===== src/box_blur_3x3_border_copy_macros.svh =====
// Assertion macros shared by the 3x3 box blur RTL.
`ifndef BOX_BLUR_3X3_BORDER_COPY_MACROS_SVH
`define BOX_BLUR_3X3_BORDER_COPY_MACROS_SVH

// Property checked on every rising clock edge outside of reset.
`define BB3_ASSERT(lbl, prop, msg) \
    lbl: assert property (@(posedge i_clk) disable iff (!i_rst_n) prop) \
        else $error(msg);

// Condition that must never be seen outside of reset.
`define BB3_ASSERT_NEVER(lbl, expr, msg) \
    `BB3_ASSERT(lbl, !(expr), msg)

`endif


===== src/bb3_pkg.sv =====
// Package for the 3x3 box blur: constants, command codes and stage structs.
`timescale 1ns / 1ps
`default_nettype none
package bb3_pkg;

    // Line store depth and derived column counter width
    localparam int MAX_WIDTH   = 1024;
    localparam int CNT_W       = $clog2(MAX_WIDTH);

    localparam int PIX_W       = 8;
    localparam int CFG_W       = 11;
    localparam int MAX_W       = 9;
    localparam int ROW_W       = 2;
    localparam int WIDTH_RESET = 640;

    // Nine 8-bit pixels sum to at most 2295
    localparam int SUM_W       = 12;

    // floor(s / 9) == (s * 7282) >> 16 for every s below 2296
    localparam int RECIP_9     = 7282;
    localparam int RECIP_W     = 13;
    localparam int RECIP_SHIFT = 16;
    localparam int PROD_W      = SUM_W + RECIP_W;

    // Result queue, depth must be a power of two
    localparam int FIFO_DEPTH  = 8;
    localparam int FIFO_AW     = $clog2(FIFO_DEPTH);

    typedef enum logic {
        CMD_PIXEL = 1'b0,
        CMD_DRAIN = 1'b1
    } t_cmd;

    // Item after the transfer edge, line store read in flight
    typedef struct packed {
        logic              valid;
        logic              is_drain;
        logic [PIX_W-1:0]  pix;
        logic [CNT_W-1:0]  addr;
        logic              emit_a;
        logic              interior;
        logic              run_last_a;
        logic              emit_b;
        logic              image_last;
    } t_s1;

    // Item after the window stage
    typedef struct packed {
        logic              valid;
        logic [SUM_W-1:0]  sum;
        logic [PIX_W-1:0]  val_a;
        logic [PIX_W-1:0]  val_b;
        logic              emit_a;
        logic              interior;
        logic              run_last_a;
        logic              emit_b;
        logic              image_last;
    } t_s2;

    typedef struct packed {
        logic [PIX_W-1:0]        pixel_out;
        logic                    run_last;
        logic                    image_last;
        logic signed [MAX_W-1:0] interior_max;
    } t_result;

    // Up to two results written into the queue per cycle
    typedef struct packed {
        logic    push_a;
        logic    push_b;
        t_result res_a;
        t_result res_b;
    } t_push;

endpackage
`default_nettype wire


===== src/bb3_out_fifo.sv =====
// Result queue: two writes and one read per cycle.
`timescale 1ns / 1ps
`default_nettype none
module bb3_out_fifo
    import bb3_pkg::*;
(
    input  wire logic           i_clk,
    input  wire logic           i_rst_n,
    input  wire t_push          i_push,
    input  wire logic           i_pop,
    output t_result             o_head,
    output logic  [FIFO_AW:0]   o_count
);

    localparam int CW = FIFO_AW + 1;

    t_result            r_mem [FIFO_DEPTH];
    logic [FIFO_AW-1:0] r_wr, r_rd;
    logic [CW-1:0]      r_cnt;
    logic [CW-1:0]      n_push;

    assign n_push = CW'(i_push.push_a) + CW'(i_push.push_b);

    // Storage
    always_ff @(posedge i_clk) begin
        if (i_push.push_a) begin
            r_mem[r_wr] <= i_push.res_a;
        end
        if (i_push.push_b) begin
            r_mem[r_wr + FIFO_AW'(1)] <= i_push.res_b;
        end
    end

    // Pointers and fill level
    always_ff @(posedge i_clk) begin
        if (!i_rst_n) begin
            r_wr  <= '0;
            r_rd  <= '0;
            r_cnt <= '0;
        end else begin
            r_wr  <= r_wr + FIFO_AW'(n_push);
            r_rd  <= r_rd + FIFO_AW'(i_pop);
            r_cnt <= r_cnt + n_push - CW'(i_pop);
        end
    end

    assign o_head  = r_mem[r_rd];
    assign o_count = r_cnt;

endmodule
`default_nettype wire

===== config.mk =====
export PLATFORM = sky130hd
export DESIGN_NAME = bb3_out_fifo
export DESIGN_NICKNAME = d
export VERILOG_FILES = /design/src/box_blur_3x3_border_copy_macros.svh /design/src/bb3_pkg.sv /design/src/bb3_out_fifo.sv
export SDC_FILE = /design/constraint.sdc
export NUM_CORES = 1
export LEC_CHECK = 0
export ABC_AREA = 1
export BUFFER_PORTS_ARGS = -buffer_cell sky130_fd_sc_hd__buf_2
export CORE_MARGIN = 3
export CORE_UTILIZATION = 40
export CTS_CLUSTER_SIZE = 12
export DETAILED_ROUTE_END_ITERATION = 8
export GPL_ROUTABILITY_DRIVEN = 0
export SYNTH_ARGS = -nofsm -noshare
export SYNTH_HDL_FRONTEND = slang
export SYNTH_SLANG_ARGS = --single-unit

===== constraint.sdc =====
create_clock -name i_clk -period 2.9 [get_ports i_clk]
set_input_delay 0.435 -clock i_clk [delete_from_list [all_inputs] [get_ports i_clk]]
set_output_delay 0.435 -clock i_clk [all_outputs]
set_load 0.02 [all_outputs]

# ---- Word-level counts from Yosys, hierarchy flattened
# Memory sizes are Yosys's and may differ from the RTL's. A register that Yosys moved wholly into a read port is not among the register bits.
# Index checks and enable logic that the tools add are counted.
dict set report word_totals {
  reg_bits 10
  mem_bits_rw 152
  in_bits 43
  word_cells 15
  n_memories 1
}
# memory words width rd rd_ports_with_merged_regs write_ports line_no
set memory_table {}
lappend memory_table {r_mem 8 19 1 1 2 bb3_out_fifo.sv:17} ;# t_result r_mem [FIFO_DEPTH];
dict set report classes {
  add_sub_neg 6
  n_mux 5
}
# op n
set ops {}
lappend ops {{adder 4 x 2 -> 4 bit} 1}
lappend ops {{2-to-1 mux 1 bit} 4}
lappend ops {{subtractor 4 x 1 -> 4 bit} 1}
lappend ops {{adder 3 x 1 -> 3 bit} 1}
lappend ops {{adder 3 x 1 -> 3 bit (second input constant)} 1}
lappend ops {{adder 3 x 2 -> 3 bit} 1}
lappend ops {{2-to-1 mux 3 bit} 1}
lappend ops {{adder 1 x 1 -> 2 bit} 1}

# ---- Depth between registers and ports, before layout
dict set report logic_depth {
  depth_word 3
  mapped_depth 9
  depth_no_buf 9
}

# ---- Worst setup path before layout
# No wires, ideal clock.
dict set report synth_timing {
  kind {in2reg}
  from {input port i_push[39] in the netlist's numbering}
  to {memory r_mem[3][0] in the netlist's numbering, enable pin}
  arrival_time_ns 1.918
  slack_ns 0.561
  path_stages 2
  path_buffers 0
  cell_sequence {nand2_1 o21ai_0}
}
# item line_no
set synth_lines {}
lappend synth_lines {{start: declaration} bb3_out_fifo.sv:9} ;# input wire t_push i_push,
lappend synth_lines {{end: declaration} bb3_out_fifo.sv:17}

==> results.cfg <==
[run_status]
status = complete, no violations

[floorplan]
die_x_um = 162
die-area_mm2 = 0.0261
core_mm2 = 0.0236
ios = 66
row_count = 56
fp.dieH_um = 162
start_util_pct = 41.0

[drt]
drtAntennaViolNets = 0
top_layer = met5
remaining_drc_errors = 0
met1Wirelength_um = 12500
wl_met3_um = 2000
drtIter0Drc = 617
drtPass1Iterations = 5
vias = 8279
routed_wirelength_um = 28900
wl_per_cell_um = 17.7
post_drt_via_cell_ratio = 5.06
route.met2.wl_um = 13400

[global_route]
grt_max_degree = 78
grt-ovfl-total = 0
grt_pass1_vias = 7954
antenna_found_initial = 1
globalRouteTotalUtil_pct = 22.6
grt_pass1_wl_um = 44800

[setup_path]
cp-start-kind = flop
cp_max_fo = 77
cp-end-kind = output port
worstPathRequired_ps = 2470
crit_arrival_ps = 2130
rr_worst_depth = 6
critPathKind = flop to output port

[cts]
cts_setup_buffers = 0
root_buffer = clkbuf_16
htree_levels = 4
cts_buffers = 17
clk_latency_ps = 430
cts_hold_buf = 0
clkTransAtPathRegs_ps = 70
cts_tree = yes
postCtsResizedCells = 0
clock-sinks = 162
clk_path_buf_depth = 2

[sta]
rsz0062_at_grt = false
hold_viol = 0
relSlewSlack_pct = 23.1
setup_viol = 0
skew_ps = 8.60
maxSlewViolCount = 0
period_needed_ps = 2570
finalSetupTns_ps = 0
period_share_pct = 88.5
max_clock_freq_mhz = 390
holdWs_ps = 297
setup_ws_ps = 334
worst_slew_pin_slew_ps = 1150

[yosys]
avgSynthCellArea_um2 = 7.44
synth_seq_area_share_pct = 49.2
synth_cells = 1301
ys_types = 21
synth_seq_cells = 162
ys_warn_count = 0
syn_nets = 1356
netlist_area_mm2 = 0.00968

[layout]
drive_gt1_share_pct = 11.2
area_growth_pct = 10.7
seq_area_mm2 = 0.00477
multi_input_area_mm2 = 0.00367
final_nets = 1359
final_util_pct = 45.4
fillers = 2326

[power_and_ir_drop]
power.density_mw_per_mm2 = 679
seqPwrFrac_pct = 40.9
leakage_nw = 5.38
p_int_w = 0.00485
combPwrFrac_pct = 26.1
p_clk_share_pct = 33.1
irDropWorstVdd_mv = 0.433
p_sw_w = 0.00242
p_sw_share_pct = 33.3

[hold_path]
hold_depth = 3
hp-class = input pin to flop

[placed_design]
port_buffers = 65
dp_slack_ps = 671
post-dp-hpwl_um = 16600

[job]
cap_violations = 0
## cell type report
class                      instances  share of cell area (%)
antenna                            1                  0.0233
clock buffer                      19                    4.04
clock inverter                    13                    1.72
inverter                         178                    6.23
multi-input combinational        846                    34.3
sequential                       162                    44.5
tap                              319                    3.72
timing repair buffer              99                    5.53
## cell usage after synthesis
| master | n | share of area, % |
|---|---|---|
| nand2_1 | 571 | 22 |
| nand2_2 | 2 | 0.13 |
| nor2_2 | 2 | 0.13 |
| inv_2 | 2 | 0.078 |
| buf_4 | 16 | 1.2 |
| edfxtp_1 | 152 | 47 |
| xnor2_1 | 2 | 0.18 |
| buf_6 | 6 | 0.70 |
| a21oi_1 | 3 | 0.15 |
| clkinv_1 | 2 | 0.078 |
| o21ai_0 | 9 | 0.47 |
| clkbuf_2 | 2 | 0.10 |
| nand3_1 | 238 | 12 |
| inv_1 | 174 | 6.7 |
| ha_1 | 10 | 1.3 |
| clkbuf_1 | 20 | 0.78 |
| fa_1 | 2 | 0.41 |
| buf_1 | 4 | 0.15 |
| nor2_1 | 7 | 0.27 |
| buf_2 | 67 | 3.5 |
| dfxtp_1 | 10 | 2.1 |
## worst paths after layout
kind                               from           end  slack, ps
worst min register to register  r_wr[2]       r_wr[2]        570
worst max-delay path            r_rd[0]    o_head[11]        330
worst max register to register  r_wr[0]  r_mem[7][15]        700
worst min-delay path            i_rst_n       r_rd[1]        300
## layer usage
metal | global-route usage (%) | vias up
met5 | 0 | -
met4 | 9.46 | 2
met3 | 4.54 | 72
met2 | 36.1 | 330
met1 | 30.0 | 3820
li1 | - | 4055
## layout by cell type, fill, tap and decap left out, types with 3 or more instances in the layout
cell and count:
a21oi_1 3, buf_2 65, buf_4 33, bufinv_16 4, clkbuf_16 17, clkinv_1 3
clkinvlp_4 4, dfxtp_1 8, edfxtp_1 152, ha_1 10, inv_1 173, inv_2 4
nand2_1 571, nand3_1 238, nor2_1 4, nor2_2 4, o21ai_2 8
## state kept, by name, summed over array words and instances, names as in the netlist
register / flops
o_count: 4
r_mem: 152
r_rd: 3
r_wr: 3
## critical path: stages (launching register included)
cell and delay, ps:
dfxtp_2 340, buf_4 690, nand2_1 110, nand3_1 120, nand2_1 70, nand2_1 60, nand2_1 120, buf_2 180
## cells by family (layout without fill, tap and decap cells)
group,Yosys count,in the layout,synth area share (%)
xor gates and xnor gates,2,2,0.181
and+or+nand+nor,820,820,35.0
adders and majority gates,12,12,1.71
AOI/OAI and AO/OA,12,12,0.620
buffers and inverters,293,309,13.3
other,0,1,0
DFF,162,162,49.2
## through the flow
stage / instance area [um2] / power [W] / cells
after floorplan: 9680 / 0.00433 / 1301
after global placement: 10100 / 0.00487 / 1604
after detailed placement: 10100 / 0.00491 / 1604
after CTS: 10700 / 0.00728 / 1636
after global routing: 10700 / 0.00761 / 1636
final: 10700 / 0.00728 / 1637
## power groups by stage
stage / clock network (W) / logic [W] / registers (W)
3_3_place_gp: 0 / 0.00185 / 0.00302
3_5_place_dp: 0 / 0.00189 / 0.00302
2_1_floorplan: 0 / 0.00129 / 0.00303
5_1_grt: 0.00251 / 0.00210 / 0.00300
4_1_cts: 0.00241 / 0.00190 / 0.00297
6_report: 0.00241 / 0.00190 / 0.00297
Power figures use the tool's default switching activity.
