<file path="src/box_blur_3x3_border_copy_macros.svh">
// Assertion macros shared by the 3x3 box blur RTL.
`ifndef BOX_BLUR_3X3_BORDER_COPY_MACROS_SVH
`define BOX_BLUR_3X3_BORDER_COPY_MACROS_SVH

// Property checked on every rising clock edge outside of reset.
`define BB3_ASSERT(lbl, prop, msg) \
    lbl: assert property (@(posedge i_clk) disable iff (!i_rst_n) prop) \
        else $error(msg);

// Condition that must never be seen outside of reset.
`define BB3_ASSERT_NEVER(lbl, expr, msg) \
    `BB3_ASSERT(lbl, !(expr), msg)

`endif

</file>
<file path="src/bb3_pkg.sv">
// Package for the 3x3 box blur: constants, command codes and stage structs.
`timescale 1ns / 1ps
`default_nettype none
package bb3_pkg;

    // Line store depth and derived column counter width
    localparam int MAX_WIDTH   = 1024;
    localparam int CNT_W       = $clog2(MAX_WIDTH);

    localparam int PIX_W       = 8;
    localparam int CFG_W       = 11;
    localparam int MAX_W       = 9;
    localparam int ROW_W       = 2;
    localparam int WIDTH_RESET = 640;

    // Nine 8-bit pixels sum to at most 2295
    localparam int SUM_W       = 12;

    // floor(s / 9) == (s * 7282) >> 16 for every s below 2296
    localparam int RECIP_9     = 7282;
    localparam int RECIP_W     = 13;
    localparam int RECIP_SHIFT = 16;
    localparam int PROD_W      = SUM_W + RECIP_W;

    // Result queue, depth must be a power of two
    localparam int FIFO_DEPTH  = 8;
    localparam int FIFO_AW     = $clog2(FIFO_DEPTH);

    typedef enum logic {
        CMD_PIXEL = 1'b0,
        CMD_DRAIN = 1'b1
    } t_cmd;

    // Item after the transfer edge, line store read in flight
    typedef struct packed {
        logic              valid;
        logic              is_drain;
        logic [PIX_W-1:0]  pix;
        logic [CNT_W-1:0]  addr;
        logic              emit_a;
        logic              interior;
        logic              run_last_a;
        logic              emit_b;
        logic              image_last;
    } t_s1;

    // Item after the window stage
    typedef struct packed {
        logic              valid;
        logic [SUM_W-1:0]  sum;
        logic [PIX_W-1:0]  val_a;
        logic [PIX_W-1:0]  val_b;
        logic              emit_a;
        logic              interior;
        logic              run_last_a;
        logic              emit_b;
        logic              image_last;
    } t_s2;

    typedef struct packed {
        logic [PIX_W-1:0]        pixel_out;
        logic                    run_last;
        logic                    image_last;
        logic signed [MAX_W-1:0] interior_max;
    } t_result;

    // Up to two results written into the queue per cycle
    typedef struct packed {
        logic    push_a;
        logic    push_b;
        t_result res_a;
        t_result res_b;
    } t_push;

endpackage
`default_nettype wire

</file>
<file path="src/bb3_divmax.sv">
// Divide by nine, running interior maximum and result formatting.
`timescale 1ns / 1ps
`default_nettype none
module bb3_divmax
    import bb3_pkg::*;
(
    input  wire logic i_clk,
    input  wire logic i_rst_n,
    input  wire t_s2  i_s2,
    output t_push     o_push
);

    logic signed [MAX_W-1:0] r_max, max_new, cand;
    logic [PROD_W-1:0]       prod;
    logic [PIX_W-1:0]        quot;
    t_result                 res_1, res_2;

    // Reciprocal multiply
    assign prod = PROD_W'(i_s2.sum) * PROD_W'(RECIP_9);
    assign quot = prod[RECIP_SHIFT +: PIX_W];
    assign cand = signed'({1'b0, quot});

    // Maximum including this item
    always_comb begin
        max_new = r_max;
        if (i_s2.valid && i_s2.interior && (cand > r_max)) begin
            max_new = cand;
        end
    end

    // Final drain starts the next image with no maximum
    always_ff @(posedge i_clk) begin
        if (!i_rst_n) begin
            r_max <= '1;
        end else if (i_s2.valid) begin
            if (i_s2.image_last) begin
                r_max <= '1;
            end else begin
                r_max <= max_new;
            end
        end
    end

    // Filtered or copied pixel, then the end-of-row copy
    always_comb begin
        res_1.pixel_out    = i_s2.interior ? quot : i_s2.val_a;
        res_1.run_last     = i_s2.run_last_a;
        res_1.image_last   = i_s2.image_last;
        res_1.interior_max = max_new;
        res_2.pixel_out    = i_s2.val_b;
        res_2.run_last     = 1'b1;
        res_2.image_last   = 1'b0;
        res_2.interior_max = max_new;
    end

    assign o_push.push_a = i_s2.valid && (i_s2.emit_a || i_s2.emit_b);
    assign o_push.push_b = i_s2.valid && i_s2.emit_a && i_s2.emit_b;
    assign o_push.res_a  = i_s2.emit_a ? res_1 : res_2;
    assign o_push.res_b  = res_2;

endmodule
`default_nettype wire

</file>
<file path="config.mk">
export PLATFORM = sky130hd
export DESIGN_NAME = bb3_divmax
export DESIGN_NICKNAME = d
export VERILOG_FILES = /design/src/box_blur_3x3_border_copy_macros.svh /design/src/bb3_pkg.sv /design/src/bb3_divmax.sv
export SDC_FILE = /design/constraint.sdc
export NUM_CORES = 1
export LEC_CHECK = 0
export ABC_CLOCK_PERIOD_IN_PS = 11460
export BUFFER_PORTS_ARGS = -buffer_cell sky130_fd_sc_hd__buf_2
export CAP_MARGIN = 20
export CORE_MARGIN = 3
export CORE_UTILIZATION = 43
export DETAILED_ROUTE_END_ITERATION = 10
export PLACE_DENSITY = 0.66
export SYNTH_ARGS = -nofsm -noshare
export SYNTH_HDL_FRONTEND = slang
export SYNTH_SLANG_ARGS = --single-unit
</file>
<file path="constraint.sdc">
create_clock -name i_clk -period 11.46 [get_ports i_clk]
set_clock_uncertainty 0.05 [all_clocks]
set_input_delay 2.292 -clock i_clk [delete_from_list [all_inputs] [get_ports i_clk]]
set_output_delay 2.292 -clock i_clk [all_outputs]
set_load 0.03 [all_outputs]
</file>
After elaboration in Yosys (flattened, before gate mapping)
Cells that the tools add are included.
{ "word_totals": {"regBits": 9, "inputBits": 36, "output_inout_bits": 40, "elab_cells": 13} }
{ "op_classes": {"multipliers": 1, "magnitude_cmp": 1, "mux": 4, "reduce_logical": 6} }
{ "ops": {"columns": ["operator", "count"], "rows": [
  ["12-bit by 12-bit multiplier with 23-bit output, second input constant", 1],
  ["19-bit 2-to-1 mux", 1],
  ["9-bit 2-to-1 mux", 2],
  ["9-bit greater-than comparator", 1],
  ["8-bit 2-to-1 mux", 1],
  ["1-bit logical AND", 5],
  ["1-bit logical OR", 1]
]} }

Depth between registers and ports, before layout
Gate-level depths: netlist of the first run.
{ "depth": {"word_depth": 5, "ltp_mapped": 26, "depth_no_buf": 25} }

Least setup slack after synthesis of the first run
Ideal clock, no wire load.
{ "synth_timing": {"path_kind": "input -> output", "from": "in i_s2[28] (netlist name)", "to": "out o_push[25] (netlist name)", "arrival_ps": 7986, "required_ps": 9118, "setup_slack_ps": 1132, "cell_stages": 23, "path_buffers": 1, "cell_sequence": "fa_1 -> ha_1 -> inv_1 -> fa_1 -> inv_1 -> fa_1 -> inv_1 -> fa_1 -> inv_1 -> ha_1 -> a21oi_1 -> o21ai_1 -> a21o_1 -> a2111oi_2 -> a21oi_1 -> inv_1 -> ha_1 -> a211oi_2 -> o211ai_1 -> o211ai_2 -> nand2_1 -> mux2i_1 -> buf_4"} }
{ "synth_lines": {"columns": ["element", "line", "text"], "rows": [
  ["start: declaration", "bb3_divmax.sv:9", "input wire t_s2 i_s2,"],
  ["end: declaration", "bb3_divmax.sv:10", "output t_push o_push"]
]} }

==> run metrics, run 1 <==
fin crit period=10.80 ns; synth top area cells=ha_1 (28%), fa_1 (18%), inv_1 (7.9%), dfxtp_1 (5.4%), buf_4 (4.3%); # diodes=0; register bit total from synthesis=9; TritonCTS clock tree=yes; Synth top cells by count=ha_1 (75), inv_1 (70), fa_1 (29), a21oi_1 (25), nand2_1 (23); largest area contributor in the netlist=ha_1; CTS Hold Bufs=0; Synth top area share=28.4%; vias in the first global route=2867; core region area=0.00737 mm2; Peak VDD IR=131 uV; actual slew at the worst max-slew pin=0.518 ns; Post-Synth XOR/XNOR Area=2.61%; Mapped Avg Cell Area=8.51 um2; WP data arrival=8.46 ns; syn_nets=529; post-synthesis mux area share=2.31%; Adder-Cell Fraction of Synth Area=45.9%; CTS Buf Count=3; Hold/Removal Path Class=register to register; Compound-Gate Fraction of Synth Area=17.7%; via count=2828; Antenna Nets Post-Route=0; CP Launch Type=input port; boundary pin count=76; RSZ-0062 raised after global routing=false; row count=31; Tot GR Track Use=17.3%; CP Capture Type=output port; status=complete, no violations; Largest register FFs=9; Area Overhead vs Synth=10.6%; Biggest register=r_max; worst-path cell chain=buf_2 -> fa_1 -> ha_1 -> inv_1 -> fa_1 -> inv_1 -> fa_1 -> inv_1 -> fa_1 -> inv_1 -> ha_1 -> a21oi_1 -> o21ai_1 -> a21oi_1 -> o21ai_0 -> a21oi_1 -> inv_1 -> ha_1 -> a211oi_2 -> o211ai_1 -> o211ai_2 -> nand2_1 -> mux2_1 -> buf_2; Max transition margin=65.2%; CP Max Fanout=10; critical path class=input port to output port; Longest Clk Path Bufs=2; final wirelength=7510 um; post-DR vias/cell=5.24; Final Core Density=49.7%; first-pass GRT wire length=12500 um; setup TNS=0 ns; CTS root buffer=clkbuf_8; post-synth cell types=53; share of cells above drive strength 1=21.5%; clk_lat worst skew=0.23 ns; number of maximum-capacitance violations=0; fin crit share=94.3%; sequential area share after synthesis=5.44%; Int Power=445 uW; Remaining Overflow, GRT=0; pin count of the biggest net entering global routing=17; clock slew seen by the registers of the worst setup and hold paths=0.04 ns; clock sinks=9; Syn Inst Count=389; Die Ht=93.7 um; biggest regs=r_max (9); count leader, synth=ha_1; I/O Buffers=73; main combinational cell family by area after synthesis=adder cells; part of the power in registers=3.8%; Setup Buffers After CTS=0; top_reg_cell synth=dfxtp_1; # setup viols final=0; Starting DRT DRC Count=121; Die Area=0.00879 mm2; NetSw=667 uW; starting density of the core=44.9%; final hold vios=0; Comb power frac=93.0%; fmax=92.6 MHz; Final Max Tran Viols=0; async set-or-reset flop fraction in the synthesized netlist=0%; DR WL/cell=13.9 um; CP max stage delay=0.53 ns; NumNets Final=582; worst setup margin=0.657 ns; power density cells=304 mW/mm2; DR pass1 iterations=5; RD Place Congestion=0.839; static leakage=1.97 nW; power share of the clock group=3.3%; Worst Hold Margin=0.441 ns; htree depth=1; Post-Syn Area=0.00331 mm2; Simple-Gate Fraction of Synth Area=12.1%; initial antenna violation count=0; Remaining DRCs=0; CP dominant cell by count=inv_1; die width=93.7 um; Req. time, crit path=9.12 ns; Synth Warn #=0; Placement Setup Slack=0.656 ns; detailed placement HPWL=6680 um; post-cts repair resize count=0; crit path max-delay cell type=fa_1; switching power as a share of total power=60.0%; number of synthesized flops with an enable pin=0; FF-to-FF setup slack=9.28 ns
placed cells by master (no fill, tap or decap), drive strengths merged, types with 2 or more instances in the layout:
cell type  synthesis  layout
nand2b             3       3
xnor2              7       7
inv               70      70
o21a               6       6
a21o               4       4
nand2             23      23
mux2               5       5
or3                3       3
o211ai             4       4
a211oi             5       5
and2               4       4
conb               2       2
ha                75      75
fa                29      29
clkbuf             3       4
nand4              6       6
a31oi              2       2
mux2i              2       2
xor2               2       2
a21oi             28      28
buf               23      74
o22a               5       5
nand3              5       5
nor2              18      18
a221o              3       3
and2b              2       2
dfxtp              9       9
nor2b              6       6
o21ai             17      17
nor3               6       6
critical path: cells and delay by family:
| kind | cells | cell delay [ns] |
|---|---|---|
| buffers and inverters | 7 | 0.66 |
| AND/OR/NAND/NOR | 1 | 0.30 |
| multiplexers | 1 | 0.43 |
| adder cells (fa/ha/maj) | 7 | 3.07 |
| AO/OA/AOI/OAI | 8 | 1.70 |
through the flow:
stage / area (um2) / cells / total power [mW]
floorplan: 3310 / 389 / 0.861
global route: 3660 / 540 / 1.24
global placement: 3610 / 536 / 1.06
CTS: 3660 / 540 / 1.12
detailed placement: 3610 / 536 / 1.07
finish: 3660 / 540 / 1.11
cells by family (layout without fill, tap and decap cells):
| logic type | count (synthesis) | count (layout) |
|---|---|---|
| compound gates | 82 | 82 |
| xor+xnor | 9 | 9 |
| buf+inv | 96 | 148 |
| flops | 9 | 9 |
| other cells | 2 | 2 |
| mux | 7 | 7 |
| simple gates | 80 | 80 |
| fa+ha+maj | 104 | 104 |
power groups by stage:
stage               Combinational, mW  Sequential (mW)  Clock [mW]
floorplan                       0.820           0.0410           0
global placement                 1.02           0.0421           0
detailed placement               1.03           0.0422           0
CTS                              1.04           0.0417      0.0365
global route                     1.16           0.0423      0.0387
finish                           1.03           0.0417      0.0365
path summary, 6_finish.rpt:
check,from,end,cells after the start
setup / recovery,i_s2[28],o_push[1],24
hold / removal,r_max[6],r_max[6],2
setup reg to reg,r_max[6],r_max[7],8
hold reg to reg,r_max[6],r_max[6],2
final cells by class:
cell class              count  area, um2
clock buffers               4       45.0
fillers                   741       3710
inverters                  70        263
flip-flops and latches      9        180
well taps                  99        124
repair buffers             74        373
multi-input cells         284       2680
routing by layer:
metal  GRT usage (%)  wire [um]  vias to the layer above  share of wire, %
met5               0          0                        -                 0
met4            2.53         61                        0              0.81
met3           0.801        183                       11               2.4
met2            33.2       3990                       55                53
met1            21.5       3280                     1352                44
li1                -          -                     1410                 -
(Power assumes the default switching activity.)
==> run 2, diff against run 1 <==
- CTS_BUF_LIST: unset -> sky130_fd_sc_hd__clkbuf_4
==> run 2 against run 1 <==
  * Final cell count unchanged
  * Worst hold slack improved by 0.0071 ns
  * Combinational power about the same
  * Global-route usage decreased by 0.17 points
  * Total power decreased by 1.4%
  * Sequential cell count unchanged
  * Fmax increased by 0.48%
  * Design area decreased by 0.41%
  * Critical path depth unchanged
  * Die area unchanged
  * Worst setup slack improved by 0.052 ns
==> run metrics, run 2 (same netlist as run 1, synthesis figures left out) <==
RSZ-0062 raised after global routing=false; Worst Setup SP=i_s2[28]; clock sinks=9 (unchanged); core region area=0.00737 mm2 (unchanged); # setup viols final=0 (unchanged); clk_lat worst skew=0.26 ns (+0.03 ns); detailed placement HPWL=6680 um (unchanged); reg-to-reg startpoint=r_max[6]; share of cells above drive strength 1=21.8% (+0.23 points); WP data arrival=8.41 ns (-0.05 ns); CP dominant cell by count=inv_1; CP Max Fanout=10 (unchanged); post-cts repair resize count=0 (unchanged); Placement Setup Slack=0.656 ns (unchanged); Antenna Nets Post-Route=0 (unchanged); Area Overhead vs Synth=10.1%; Final Max Tran Viols=0 (unchanged); Max transition margin=63.5% (-1.7 points); worst setup margin=0.709 ns (+0.0519 ns); starting density of the core=44.9% (unchanged); Die Ht=93.7 um (unchanged); Req. time, crit path=9.12 ns (about the same); CP max stage delay=0.53 ns (about the same); htree depth=1 (unchanged); DR WL/cell=13.7 um (-1.7%); CTS Buf Count=3 (unchanged); boundary pin count=76 (unchanged); Largest register FFs=9 (unchanged); Tot GR Track Use=17.1% (-0.17 points); via count=2783 (-1.6%); Peak VDD IR=132 uV (+0.27%); Starting DRT DRC Count=135 (+12%); post-DR vias/cell=5.15 (-1.6%); FF-to-FF setup slack=9.33 ns (+0.05 ns); setup TNS=0 ns (unchanged); critical path class=input port to output port; CP Launch Type=input port; Final Core Density=49.5% (-0.20 points); NumNets Final=582 (unchanged); fin crit share=93.8% (-0.45 points); clock slew seen by the registers of the worst setup and hold paths=0.05 ns (about the same); Longest Clk Path Bufs=2 (unchanged); number of maximum-capacitance violations=0 (unchanged); most frequent cells in the layout=ha_1 (75), buf_2 (73), inv_1 (70); fmax=93.0 MHz (+0.48%); crit path max-delay cell type=fa_1; Remaining Overflow, GRT=0 (unchanged); final hold vios=0 (unchanged); TritonCTS clock tree=yes; pin count of the biggest net entering global routing=17 (unchanged); initial antenna violation count=0 (unchanged); die width=93.7 um (unchanged); actual slew at the worst max-slew pin=0.543 ns (+0.0252 ns); Remaining DRCs=0 (unchanged); Design Power=1.10 mW (-1.4%); vias in the first global route=2840 (-0.94%); commonest non-fill, non-tap cell in the layout=ha_1; final wirelength=7380 um (-1.7%); power density cells=301 mW/mm2 (-1.0%); worst r2r path cells=8 (unchanged); biggest regs=r_max (9); row count=31 (unchanged); CTS Hold Bufs=0 (unchanged); RD Place Congestion=0.839 (unchanged); Die Area=0.00879 mm2 (unchanged); static leakage=1.96 nW (-0.22%); I/O Buffers=73 (unchanged); CTS root buffer=clkbuf_4; worst-path cell chain=buf_2 -> fa_1 -> ha_1 -> inv_1 -> fa_1 -> inv_1 -> fa_1 -> inv_1 -> fa_1 -> inv_1 -> ha_1 -> a21oi_1 -> o21ai_1 -> a21oi_1 -> o21ai_0 -> a21oi_1 -> inv_1 -> ha_1 -> a211oi_2 -> o211ai_1 -> o211ai_2 -> nand2_1 -> mux2_1 -> buf_2; CP Capture Type=output port; Hold/Removal Path Class=register to register; status=complete, no violations; DR pass1 iterations=4 (-1); first-pass GRT wire length=12400 um (-0.82%); Setup Buffers After CTS=0 (unchanged); crit path capture=o_push[1]; fin crit period=10.75 ns (-0.0519 ns); r2r endpoint=r_max[7]; Biggest register=r_max; # diodes=0 (unchanged)
==> run 2: cell counts in the layout (fill, tap and decap cells not counted) <==
Identical to the previous run, type by type.
==> run 2: worst max-delay path, delay by kind of cell <==
family | cells | cell delay [ns]
adders and majority gates | 7 | 3.07
AOI/OAI and AO/OA | 8 | 1.70
buffers and inverters | 7 | 0.63
muxes | 1 | 0.42
and+or+nand+nor | 1 | 0.29
==> run 2: final cells by class <==
class                   count  area (um2)
fillers                   745        3720
multi-input cells         284        2680
repair buffers             74         373
inverters                  70         263
flip-flops and latches      9         180
well taps                  99         124
clock buffers               4        30.0
==> run 2: power breakdown <==
part | total (mW) | switching, mW | internal, mW
combinational | 1.03 | 0.645 | 0.382
clock | 0.0261 | 0.0104 | 0.0157
sequential | 0.0416 | 0.00427 | 0.0374
total | 1.10 | 0.660 | 0.435
==> run 2: worst min path at each step <==
stage	end	slack (ns)	startpoint	depth (start not counted)
after floorplan	r_max[6]	0.42	r_max[6]	2
after global placement	r_max[6]	0.43	r_max[6]	2
after CTS	r_max[6]	0.46	r_max[6]	2
final	r_max[6]	0.45	r_max[6]	2
after global routing	r_max[7]	0.48	r_max[7]	2
after detailed placement	r_max[6]	0.43	r_max[6]	2
==> run 2: per-stage QoR <==
| stage | hold slack (ns) | cells | cell area (um2) |
|---|---|---|---|
| 2_1_floorplan | 0.416 | 389 | 3310 |
| 3_3_place_gp | 0.435 | 536 | 3610 |
| 3_5_place_dp | 0.433 | 536 | 3610 |
| 4_1_cts | 0.456 | 540 | 3640 |
| 5_1_grt | 0.479 | 540 | 3640 |
| 6_report | 0.448 | 540 | 3640 |
==> run 2: routing by layer <==
| layer | routed length (um) | global-route usage [%] | up-vias |
|---|---|---|---|
| li1 | - | - | 1411 |
| met1 | 3270 | 21.9 | 1326 |
| met2 | 3910 | 32.7 | 39 |
| met3 | 145 | 0.240 | 7 |
| met4 | 59 | 2.41 | 0 |
| met5 | 0 | 0 | - |
==> run 3, diff against run 2 <==
- ABC_CLOCK_PERIOD_IN_PS: 11460 -> 9000
- PLACE_DENSITY: 0.66 -> 0.69
- clock period: 11.46 -> 9 ns (I/O delays scaled with it)
==> run 3 against run 2 <==
  * Non-clock buffer count grew 36
  * Die area is the same
  * Via count grew 6.8%
  * Wire length grew 14%
  * Design area grew 21%
  * Sequential share of layout area shrank 0.87 points
  * Clock-buffer cell count is the same
  * First-iteration DRC count shrank 16%
  * Largest cell class unchanged
  * Register-to-register slack lost 2.7 ns
  * Final cell count grew 6.9%
  * Sequential cell count is the same
==> run metrics, run 3 (same netlist as run 1, synthesis figures left out) <==
number of maximum-capacitance violations=0 (unchanged); WP data arrival=7.01 ns (-1.40 ns); Antenna Nets Post-Route=0 (unchanged); Req. time, crit path=7.15 ns (-1.97 ns); status=complete, no violations; initial antenna violation count=0 (unchanged); most frequent cells in the layout=inv_1 (60), ha_1 (55), buf_2 (53); CP Max Fanout=5 (-5); share of cells above drive strength 1=39.1% (+17 points); actual slew at the worst max-slew pin=0.505 ns (-0.0380 ns); clk_lat worst skew=0.27 ns (about the same); Longest Clk Path Bufs=2 (unchanged); CTS root buffer=clkbuf_4; Final Core Density=59.9% (+10 points); setup TNS=0 ns (unchanged); CTS Buf Count=3 (unchanged); CTS Hold Bufs=0 (unchanged); DR WL/cell=14.6 um (+6.9%); detailed placement HPWL=7080 um (+5.9%); Largest register FFs=9 (unchanged); NumNets Final=619 (+6.4%); FF-to-FF setup slack=6.67 ns (-2.66 ns); fin crit share=98.5%; I/O Buffers=73 (unchanged); fmax=113 MHz; clock sinks=9 (unchanged); Starting DRT DRC Count=113 (-16%); core region area=0.00737 mm2 (unchanged); Die Area=0.00879 mm2 (unchanged); biggest regs=r_max (9); Hold/Removal Path Class=register to register; htree depth=1 (unchanged); Die Ht=93.7 um (unchanged); # diodes=0 (unchanged); first-pass GRT wire length=13600 um (+9.8%); pin count of the biggest net entering global routing=17 (unchanged); CP Launch Type=input port; Remaining Overflow, GRT=0 (unchanged); row count=31 (unchanged); # setup viols final=0 (unchanged); final wirelength=8440 um (+14%); Max transition margin=66.2% (+2.7 points); RD Place Congestion=0.906 (+7.9%); Area Overhead vs Synth=33.5%; Remaining DRCs=0 (unchanged); final hold vios=0 (unchanged); Tot GR Track Use=19.1% (+1.9 points); vias in the first global route=2899 (+2.1%); Worst Hold Margin=0.447 ns (-0.00188 ns); TritonCTS clock tree=yes; CP Capture Type=output port; clock slew seen by the registers of the worst setup and hold paths=0.07 ns (+0.02 ns); Final Max Tran Viols=0 (unchanged); via count=2973 (+6.8%); critical path class=input port to output port; post-DR vias/cell=5.15 (about the same); DR pass1 iterations=4 (unchanged); fin crit period=8.86 ns; Biggest register=r_max; starting density of the core=44.9% (unchanged); die width=93.7 um (unchanged); boundary pin count=76 (unchanged); commonest non-fill, non-tap cell in the layout=inv_1
-- run 3: critical path, stage by stage --
cell       delay, ns
buf_4           0.13
fa_1            0.52
ha_4            0.29
inv_1           0.05
fa_1            0.52
inv_2           0.04
fa_1            0.47
inv_1           0.05
fa_1            0.49
inv_2           0.05
ha_4            0.23
a21oi_2         0.15
o21ai_2         0.08
a21o_1          0.22
a2111oi_4       0.37
a21oi_2         0.08
inv_2           0.07
ha_4            0.20
a211oi_4        0.21
o211ai_1        0.14
o211ai_2        0.24
nand2_4         0.13
mux2_4          0.34
buf_6           0.14
-- run 3: cell type report --
type / count / area (um2)
fill: 614 / 2950
timing repair buffer: 110 / 749
multi-input combinational: 285 / 3070
sequential: 9 / 180
inverter: 70 / 263
tap: 99 / 124
clock buffer: 4 / 30.0
-- run 3: what timing repair did --
action                                  4_1_cts  5_1_grt
endpoints found under the setup margin       16       16
gates resized for setup                      22       76
pin swaps                                    12       40
setup buffers                                 3        3
cloned                                        1        0
-- run 3: worst paths after layout --
path	from	end	depth (start not counted)
max reg2reg	r_max[6]	r_max[7]	10
min	r_max[6]	r_max[6]	2
min reg2reg	r_max[6]	r_max[6]	2
max	i_s2[28]	o_push[21]	24
-- run 3: per-layer routing --
layer	vias to the layer above	track usage [%]	share of wire [%]
li1	1482	-	-
met1	1407	26.5	46
met2	82	33.8	49
met3	2	1.76	4.7
met4	0	0.722	0.17
met5	-	0	0
-- run 3: per-stage QoR --
stage          cell area [um2]  std cells  setup slack, ns
4_1_cts                   4100        574         -0.00989
6_report                  4420        577            0.136
5_1_grt                   4420        577          -0.0556
2_1_floorplan             3390        389           0.0563
3_3_place_gp              3920        566          -0.0702
3_5_place_dp              3920        566           -0.158
Power of run 3 is left out: the tool's default activity adds up to more than one toggle a clock period on the data nets, which glitch-free logic cannot reach.
